<file path="src/hdl/utfc_pkg.sv">
// Package for the UTF-8 / 16-bit code converter: shared types and constants.
`default_nettype none
package utfc_pkg;

  // Register word index of direction_mode
  localparam logic REG_DIRECTION = 1'b0;

  // Direction codes
  localparam logic MODE_DECODE = 1'b0;
  localparam logic MODE_ENCODE = 1'b1;

  // Result queue
  localparam int QDEPTH = 4;
  localparam int QCNT_W = 3;
  localparam int MAX_RES = 3;

  // UTF-8 constants
  localparam logic [7:0]  LEAD2_MARK = 8'hC0;
  localparam logic [7:0]  LEAD3_MARK = 8'hE0;
  localparam logic [7:0]  CONT_MARK  = 8'h80;
  localparam logic [15:0] TWO_BYTE_LIMIT = 16'h0800;

  // One result transaction
  typedef struct packed {
    logic [15:0] value;
    logic        last;
    logic        eos;
    logic        trunc;
  } res_t;

  // Queue status towards the input side
  typedef struct packed {
    logic [QCNT_W-1:0] count;
    logic              room;
  } qstat_t;

endpackage
`default_nettype wire

</file>
<file path="src/hdl/utf8_ucs2_codec.sv">
// Top level of the UTF-8 / 16-bit code converter with its register port.
//
//  channel | dir | handshake               | payload
//  --------+-----+-------------------------+--------------------------------
//  in_     | in  | in_tvalid / in_tready   | in_tdata: data_in
//  out_    | out | out_tvalid / out_tready | out_tdata, out_tlast, out_tuser
//  cfg_    | in  | APB, pready tied high   | direction_mode at byte addr 0
//
// Each transaction is captured in an input register, converted combinationally
// and written into a four-entry result queue whose head drives out_.
// Decode: one byte per cycle sustained while out_ takes every result (results
// of 0 or 1 per byte). Encode: 1, 2 or 3 result bytes per code, the output port
// emitting one byte per cycle; the input waits while the queue lacks room for a
// burst. Data passes the input register, then the queue register, to out_.
// Synchronous reset clears the run state, the queue and direction_mode (decode).
// A stalled output fills the queue, which then holds off the input.
`default_nettype none
module utf8_ucs2_codec
  import utfc_pkg::*;
(
  input  wire logic        clk,
  input  wire logic        rst_n,
  // input channel
  input  wire logic        in_tvalid,
  output logic             in_tready,
  input  wire logic [15:0] in_tdata,   // [15:0] data_in
  // result channel
  output logic             out_tvalid,
  input  wire logic        out_tready,
  output logic [15:0]      out_tdata,  // [15:0] out_value
  output logic             out_tlast,  // last
  output logic [1:0]       out_tuser,  // [0] end_of_string, [1] truncated
  // register port
  input  wire logic        cfg_psel,
  input  wire logic        cfg_penable,
  input  wire logic        cfg_pwrite,
  input  wire logic [2:0]  cfg_paddr,
  input  wire logic [31:0] cfg_pwdata,
  output logic [31:0]      cfg_prdata,
  output logic             cfg_pready
);

  logic        mode_r;
  logic        cfg_wr;
  logic        mode_wr;
  logic        in_vld_r;
  logic [15:0] in_data_r;
  logic        fire;
  logic [1:0]  n_res;
  res_t [MAX_RES-1:0] res;
  res_t        head;
  logic        head_vld;
  qstat_t      qstat;

  // ---- register port ----
  assign cfg_pready = 1'b1;
  assign cfg_wr     = cfg_psel && cfg_penable && cfg_pwrite;
  // word decode only, byte offset ignored
  assign mode_wr    = cfg_wr && (cfg_paddr[2] == REG_DIRECTION);
  assign cfg_prdata = (cfg_paddr[2] == REG_DIRECTION) ? {31'h0, mode_r} : 32'h0;

  always_ff @(posedge clk) begin
    if (!rst_n)
      mode_r <= MODE_DECODE;
    else if (mode_wr)
      mode_r <= cfg_pwdata[0];
  end

  // ---- input register ----
  // the held word converts as soon as the queue can take a full burst
  assign fire      = in_vld_r && qstat.room;
  assign in_tready = !in_vld_r || fire;

  always_ff @(posedge clk) begin
    if (!rst_n)
      in_vld_r <= 1'b0;
    else if (in_tready)
      in_vld_r <= in_tvalid;
    if (in_tready && in_tvalid)
      in_data_r <= in_tdata;
  end

  // ---- conversion ----
  utfc_core u_core (
    .clk   (clk),
    .rst_n (rst_n),
    .mode  (mode_r),
    .clear (mode_wr),   // a mode write drops any partial run
    .fire  (fire),
    .data  (in_data_r),
    .n_res (n_res),
    .res   (res)
  );

  // ---- result queue / output register ----
  utfc_outq u_outq (
    .clk      (clk),
    .rst_n    (rst_n),
    .push     (fire),
    .n_push   (n_res),
    .push_res (res),
    .pop      (out_tvalid && out_tready),
    .head     (head),
    .head_vld (head_vld),
    .stat     (qstat)
  );

  assign out_tvalid = head_vld;
  assign out_tdata  = head.value;
  assign out_tlast  = head.last;
  assign out_tuser  = {head.trunc, head.eos};

  // ---- assertions ----
  a_qdepth : assert property (@(posedge clk) disable iff (!rst_n)
    qstat.count <= QCNT_W'(QDEPTH))
    else $error("result queue overflow");

  a_dec_single : assert property (@(posedge clk) disable iff (!rst_n)
    (fire && (mode_r == MODE_DECODE)) |-> (n_res <= 2'd1))
    else $error("decode produced more than one result");

  a_trunc_eos : assert property (@(posedge clk) disable iff (!rst_n)
    (out_tvalid && out_tuser[1]) |-> (out_tuser[0] && out_tlast))
    else $error("truncated without terminator");

  a_eos_zero : assert property (@(posedge clk) disable iff (!rst_n)
    (out_tvalid && out_tuser[0]) |-> (out_tdata == 16'h0))
    else $error("terminator with nonzero value");

endmodule
`default_nettype wire

</file>
<file path="src/hdl/utfc_core.sv">
// Conversion logic and decode run state: one input word to up to three results.
`default_nettype none
module utfc_core
  import utfc_pkg::*;
(
  input  wire logic                clk,
  input  wire logic                rst_n,
  input  wire logic                mode,
  input  wire logic                clear,
  input  wire logic                fire,
  input  wire logic [15:0]         data,
  output logic      [1:0]          n_res,
  output res_t      [MAX_RES-1:0]  res
);

  logic [1:0]  pend_r, pend_nxt;
  logic [1:0]  seqlen_r, seqlen_nxt;
  logic [15:0] partial_r, partial_nxt;

  always_comb begin
    logic [7:0]  b;
    logic [15:0] code;
    logic [15:0] c;
    b           = data[7:0];
    c           = data;
    code        = '0;
    pend_nxt    = pend_r;
    seqlen_nxt  = seqlen_r;
    partial_nxt = partial_r;
    n_res       = 2'd0;
    res         = '0;
    if (mode == MODE_DECODE) begin
      if (b == 8'h00) begin
        n_res       = 2'd1;
        res[0]      = '{value: 16'h0, last: 1'b1, eos: 1'b1, trunc: (pend_r != 2'd0)};
        pend_nxt    = '0;
        seqlen_nxt  = '0;
        partial_nxt = '0;
      end else if (pend_r == 2'd0) begin
        if (b < CONT_MARK) begin
          n_res  = 2'd1;
          res[0] = '{value: {9'h0, b[6:0]}, last: 1'b1, eos: 1'b0, trunc: 1'b0};
        end else begin
          seqlen_nxt  = (b < LEAD3_MARK) ? 2'd2 : 2'd3;
          pend_nxt    = (b < LEAD3_MARK) ? 2'd1 : 2'd2;
          partial_nxt = {8'h00, b};
        end
      end else if (pend_r > 2'd1) begin
        partial_nxt = {partial_r[7:0], b};
        pend_nxt    = pend_r - 2'd1;
      end else begin
        if (seqlen_r == 2'd2)
          code = {5'h00, partial_r[4:0], b[5:0]};
        else
          code = {partial_r[11:8], partial_r[5:0], b[5:0]};
        pend_nxt    = '0;
        seqlen_nxt  = '0;
        partial_nxt = '0;
        if (code != 16'h0) begin
          n_res  = 2'd1;
          res[0] = '{value: code, last: 1'b1, eos: 1'b0, trunc: 1'b0};
        end
      end
    end else begin
      if (c == 16'h0) begin
        n_res  = 2'd1;
        res[0] = '{value: 16'h0, last: 1'b1, eos: 1'b1, trunc: 1'b0};
      end else if (c < {8'h00, CONT_MARK}) begin
        n_res  = 2'd1;
        res[0] = '{value: c, last: 1'b1, eos: 1'b0, trunc: 1'b0};
      end else if (c < TWO_BYTE_LIMIT) begin
        n_res  = 2'd2;
        res[0] = '{value: {8'h00, LEAD2_MARK | {3'b000, c[10:6]}},
                   last: 1'b0, eos: 1'b0, trunc: 1'b0};
        res[1] = '{value: {8'h00, CONT_MARK | {2'b00, c[5:0]}},
                   last: 1'b1, eos: 1'b0, trunc: 1'b0};
      end else begin
        n_res  = 2'd3;
        res[0] = '{value: {8'h00, LEAD3_MARK | {4'h0, c[15:12]}},
                   last: 1'b0, eos: 1'b0, trunc: 1'b0};
        res[1] = '{value: {8'h00, CONT_MARK | {2'b00, c[11:6]}},
                   last: 1'b0, eos: 1'b0, trunc: 1'b0};
        res[2] = '{value: {8'h00, CONT_MARK | {2'b00, c[5:0]}},
                   last: 1'b1, eos: 1'b0, trunc: 1'b0};
      end
    end
  end

  always_ff @(posedge clk) begin
    if (!rst_n || clear) begin
      pend_r    <= '0;
      seqlen_r  <= '0;
      partial_r <= '0;
    end else if (fire) begin
      pend_r    <= pend_nxt;
      seqlen_r  <= seqlen_nxt;
      partial_r <= partial_nxt;
    end
  end

endmodule
`default_nettype wire

</file>
<file path="src/hdl/utfc_outq.sv">
// Four-entry result queue; the head entry is the registered output.
`default_nettype none
module utfc_outq
  import utfc_pkg::*;
(
  input  wire logic                clk,
  input  wire logic                rst_n,
  input  wire logic                push,
  input  wire logic [1:0]          n_push,
  input  wire res_t [MAX_RES-1:0]  push_res,
  input  wire logic                pop,
  output res_t                     head,
  output logic                     head_vld,
  output qstat_t                   stat
);

  res_t [QDEPTH-1:0] q_r, q_nxt;
  logic [QCNT_W-1:0] count_r, count_nxt;

  always_comb begin
    logic [QCNT_W-1:0] base;
    logic [QCNT_W-1:0] off;
    base = count_r - {{(QCNT_W-1){1'b0}}, pop};
    for (int i = 0; i < QDEPTH; i++) begin
      off = QCNT_W'(i) - base;
      if (pop && (i < QDEPTH-1))
        q_nxt[i] = q_r[i+1];
      else
        q_nxt[i] = q_r[i];
      if (push && (QCNT_W'(i) >= base) && (off < {1'b0, n_push}))
        q_nxt[i] = push_res[off[1:0]];
    end
    count_nxt = base + (push ? {1'b0, n_push} : '0);
  end

  always_ff @(posedge clk) begin
    q_r <= q_nxt;
    if (!rst_n)
      count_r <= '0;
    else
      count_r <= count_nxt;
  end

  assign head       = q_r[0];
  assign head_vld   = (count_r != '0);
  assign stat.count = count_r;
  // room for a full three-result burst even if the head is not taken
  assign stat.room  = (count_r <= QCNT_W'(QDEPTH - MAX_RES));

endmodule
`default_nettype wire
</file>
<file path="config.mk">
export PLATFORM = sky130hd
export DESIGN_NAME = utf8_ucs2_codec
export DESIGN_NICKNAME = d
export VERILOG_FILES = /design/src/hdl/utfc_pkg.sv /design/src/hdl/utf8_ucs2_codec.sv /design/src/hdl/utfc_core.sv /design/src/hdl/utfc_outq.sv
export SDC_FILE = /design/constraint.sdc
export NUM_CORES = 1
export LEC_CHECK = 0
export ABC_CLOCK_PERIOD_IN_PS = 6400
export BUFFER_PORTS_ARGS = -buffer_cell sky130_fd_sc_hd__buf_2
export CAP_MARGIN = 15
export CELL_PAD_IN_SITES_DETAIL_PLACEMENT = 0
export CELL_PAD_IN_SITES_GLOBAL_PLACEMENT = 1
export CORE_MARGIN = 2
export CORE_UTILIZATION = 44
export CTS_CLUSTER_DIAMETER = 50
export DETAILED_ROUTE_END_ITERATION = 6
export GPL_TIMING_DRIVEN = 0
export MAX_ROUTING_LAYER = met4
export PLACE_DENSITY_LB_ADDON = 0.12
export SLEW_MARGIN = 20
export SYNTH_ARGS = -nofsm -noshare
export SYNTH_HDL_FRONTEND = slang
export SYNTH_SLANG_ARGS = --single-unit
</file>
<file path="constraint.sdc">
create_clock -name clk -period 6.4 [get_ports clk]
set_input_delay 0 -clock clk [delete_from_list [all_inputs] [get_ports clk]]
set_output_delay 0 -clock clk [all_outputs]
set_load 0.05 [all_outputs]
</file>
==> out/qor.txt <==
pin count of the biggest net entering global routing: 20
Synth Register Bits: 111
detailed placement HPWL: 13.9 mm
Critical R2R Capture: u_outq.head[17]
Syn. warnings: 0
Yosys top cell area share: 0.424
Area contributors post-synth: edfxtp_1, buf_4, dfxtp_1
Worst setup EP type: register
Lkg Pwr: 2.88 nW
drt pass-1 iters: 5
Via-to-Cell Ratio: 5.72
Max IR drop VDD: 0.180 mV
final hold vios: 0
grt total ovfl: 0
Psw: 0.00147 W
Worst R2R Setup Slack: 0.77 ns
average cell area after synthesis: 10.1 sq um
first-pass GRT wire length: 28.9 mm
Clock power frac: 0.176
Synth area leader: edfxtp_1
Distinct cells, synth: 69
Max H-tree Level: 3
Post-Route WL: 18.3 mm
Hold EP: u_core.partial_r[1]
Final period util: 0.880
starting density of the core: 0.450
ANT nets after route: 0
status: finished, final reports clean
Max Fanout on Critical Path: 19
# setup viols final: 0
clock sink count: 111
Total GRT Usage: 0.244
Clock Tree Buf Depth: 2
fin nets: 829
max-cap viol count: 0
TritonCTS clock tree: built
EDFF count, synth: 92
sequential element share of the synthesized area: 0.483
asr flop ratio synth: 0
crit path cell chain: or3_1 > nand2_1 > inv_1 > ha_1 > ha_1 > clkbuf_1 > inv_1 > ha_1 > clkbuf_1 > inv_2 > ha_1 > nor4_1 > and3_1 > a21oi_4 > buf_2 > nand2_1
CTS Buf Count: 9
RSZ-0062 raised after global routing: false
pwr dens: 441 nW/um^2
Critical-path top delay cell: nand2_1
Remaining DRCs: 0
WL/cell: 19.4 um
Root Driver: clkbuf_16
Reg2Reg Depth: 16
total die area: 15800 sq um
most common cell in the synthesized netlist: edfxtp_1
I/O Buffers: 46
clock-pin slew on the worst setup and hold paths: 0.08 ns
Worst Clk Skew: 0.00573 ns
Core ar.: 14500 sq um
GP Congestion: 0.919
combinational power share: 0.476
sequential power share: 0.348
via count: 5408
Switching Fraction: 0.438
setup TNS: 0 ns
Least-Margin Pin Slew: 1.10 ns
crit start category: register
Worst EP required: 6.39 ns
die width: 126 um
Hold Crit Depth: 4
overall power: 0.00336 W
Top Family by Delay on Critical Path: simple AND/OR/NAND/NOR gates
kind of critical path: reg -> reg
First DRT Iteration DRCs: 533
Int Pwr: 0.00189 W
top cells by count, synth: edfxtp_1, nand2_1, buf_4
Critical Path AT: 5.63 ns
Mapped Area: 6510 sq um
layout cells sized above 1: 0.205
Slew Limit Fails: 0
Reg2Reg Launch Point: u_outq.count_r[2]
n_diodes: 0
Max-Slew Margin vs Limit: 0.261
postcts setup bufs: 0
most frequent CP cell: ha_1
Worst-Skew Late Latency: 0.36 ns
Tmin final: 5.63 ns
hold_sp: cfg_pwrite
Hold Path Class: in -> reg
Crit path buffers/inverters: 6
top_reg_cell synth: edfxtp_1
vias in the first global route: 4995
cts repair resizes: 0
Ports: 112
post-synthesis cell count: 647
Max Clk Rate: 178 MHz
Site Rows: 44
Area Overhead vs Synth: 17.0%
Slowest Stage Delay on Critical Path: 0.58 ns
Die Y-Extent: 126 um
initial antenna violation count: 0
number of fill cells in the layout: 1313
-- worst max-delay path by stage --
stage | startpoint | end | cells past startpoint
2_1_floorplan | u_outq.count_r[2] | u_outq.q_r[57] | 10
3_3_place_gp | u_outq.count_r[2] | u_outq.q_r[73] | 9
3_5_place_dp | u_outq.count_r[2] | u_outq.head[17] | 16
4_1_cts | u_outq.count_r[2] | u_outq.head[12] | 16
5_1_grt | u_outq.count_r[2] | u_outq.head[5] | 16
6_report | u_outq.count_r[2] | u_outq.head[17] | 16
-- layout make-up --
| type | instances | area [sq um] | share of cell area |
|---|---|---|---|
| clock buffers | 10 | 229 | 0.0300 |
| plain buffers | 93 | 573 | 0.0752 |
| multi-input cells | 451 | 2830 | 0.372 |
| clock inverters | 6 | 76.3 | 0.0100 |
| inverters | 22 | 82.6 | 0.0108 |
| well taps | 184 | 230 | 0.0302 |
| flip-flops and latches | 111 | 3140 | 0.412 |
| repair buffers | 69 | 453 | 0.0594 |
-- cell usage in the layout (no fill, tap or decap), types with 4 or more instances in the layout --
| cell type | instances |
|---|---|
| nor3_1 | 12 |
| mux2_4 | 19 |
| edfxtp_1 | 92 |
| inv_1 | 19 |
| nand4_1 | 12 |
| a31oi_1 | 12 |
| ha_1 | 13 |
| a21o_1 | 6 |
| o22ai_1 | 10 |
| a22oi_1 | 8 |
| nor2_1 | 45 |
| nor4_1 | 16 |
| o31ai_1 | 19 |
| dfxtp_1 | 19 |
| a211oi_1 | 5 |
| conb_1 | 32 |
| o211ai_1 | 4 |
| nor2b_1 | 5 |
| nand2_1 | 79 |
| clkbuf_1 | 32 |
| o32ai_1 | 7 |
| o21ai_0 | 11 |
| a21oi_1 | 43 |
| dlygate4sd3_1 | 21 |
| a32oi_1 | 5 |
| o221ai_1 | 5 |
| buf_2 | 55 |
| nand3_1 | 21 |
| buf_4 | 52 |
| clkbuf_16 | 9 |
| o21ai_1 | 5 |
-- worst register-to-register path: cells and delay by family (launching register included) --
family                     cells  cell delay, ns
adders and majority gates      4            1.28
buffers and inverters          6            1.67
and+or+nand+nor                5            1.84
DFF                            1            0.35
AOI/OAI and AO/OA              1            0.13
-- cells by family (layout without fill, tap and decap cells) --
family | after synthesis | after routing | synth area share
flops | 111 | 111 | 0.483
fa+ha+maj | 14 | 14 | 0.0280
other cells | 2 | 32 | 0.00115
simple gates | 213 | 213 | 0.157
mux | 22 | 22 | 0.0488
xor+xnor | 2 | 2 | 0.00269
buf+inv | 115 | 200 | 0.101
compound gates | 168 | 168 | 0.179
-- flip-flops by register name, summed over array words and instances, names as in the netlist --
register          flops
in_vld_r              1
u_outq.count_r        3
u_outq.head          19
u_core.pend_r         2
u_core.seqlen_r       2
mode_r                1
in_data_r            16
u_outq.q_r           57
u_core.partial_r     10
-- what timing repair did --
action	CTS	global route
endpoints found under the hold margin	21	0
hold buffers	21	0
setup endpoints to repair	0	0
-- power groups by stage --
stage | Combinational, W | Sequential [W] | Clock (W)
after floorplan | 0.00117 | 0.00118 | 0
after global placement | 0.00156 | 0.00118 | 0
after detailed placement | 0.00158 | 0.00119 | 0
after CTS | 0.00159 | 0.00117 | 0.000604
after global routing | 0.00173 | 0.00119 | 0.000629
final | 0.00160 | 0.00117 | 0.000592
-- per-stage QoR --
stage                     utilization  cell area [sq um]  hold slack (ns)  setup WS, ns  std cells
after floorplan                     -               6630           0.0989          1.63        677
after global placement          0.489               7090            0.177         0.312        907
after detailed placement        0.491               7110            0.178         0.782        909
after CTS                       0.526               7620            0.204         0.780        946
after global routing            0.526               7620            0.279         0.381        946
final                           0.526               7620            0.172         0.767        946
-- routing by layer --
layer,track usage,vias up,part of all wire
met1,0.346,2557,0.46
met3,0.0340,20,0.074
met2,0.365,255,0.45
met5,-,-,0
met4,0.0784,0,0.018
li1,-,2576,-
Power figures use the tool's default switching activity.
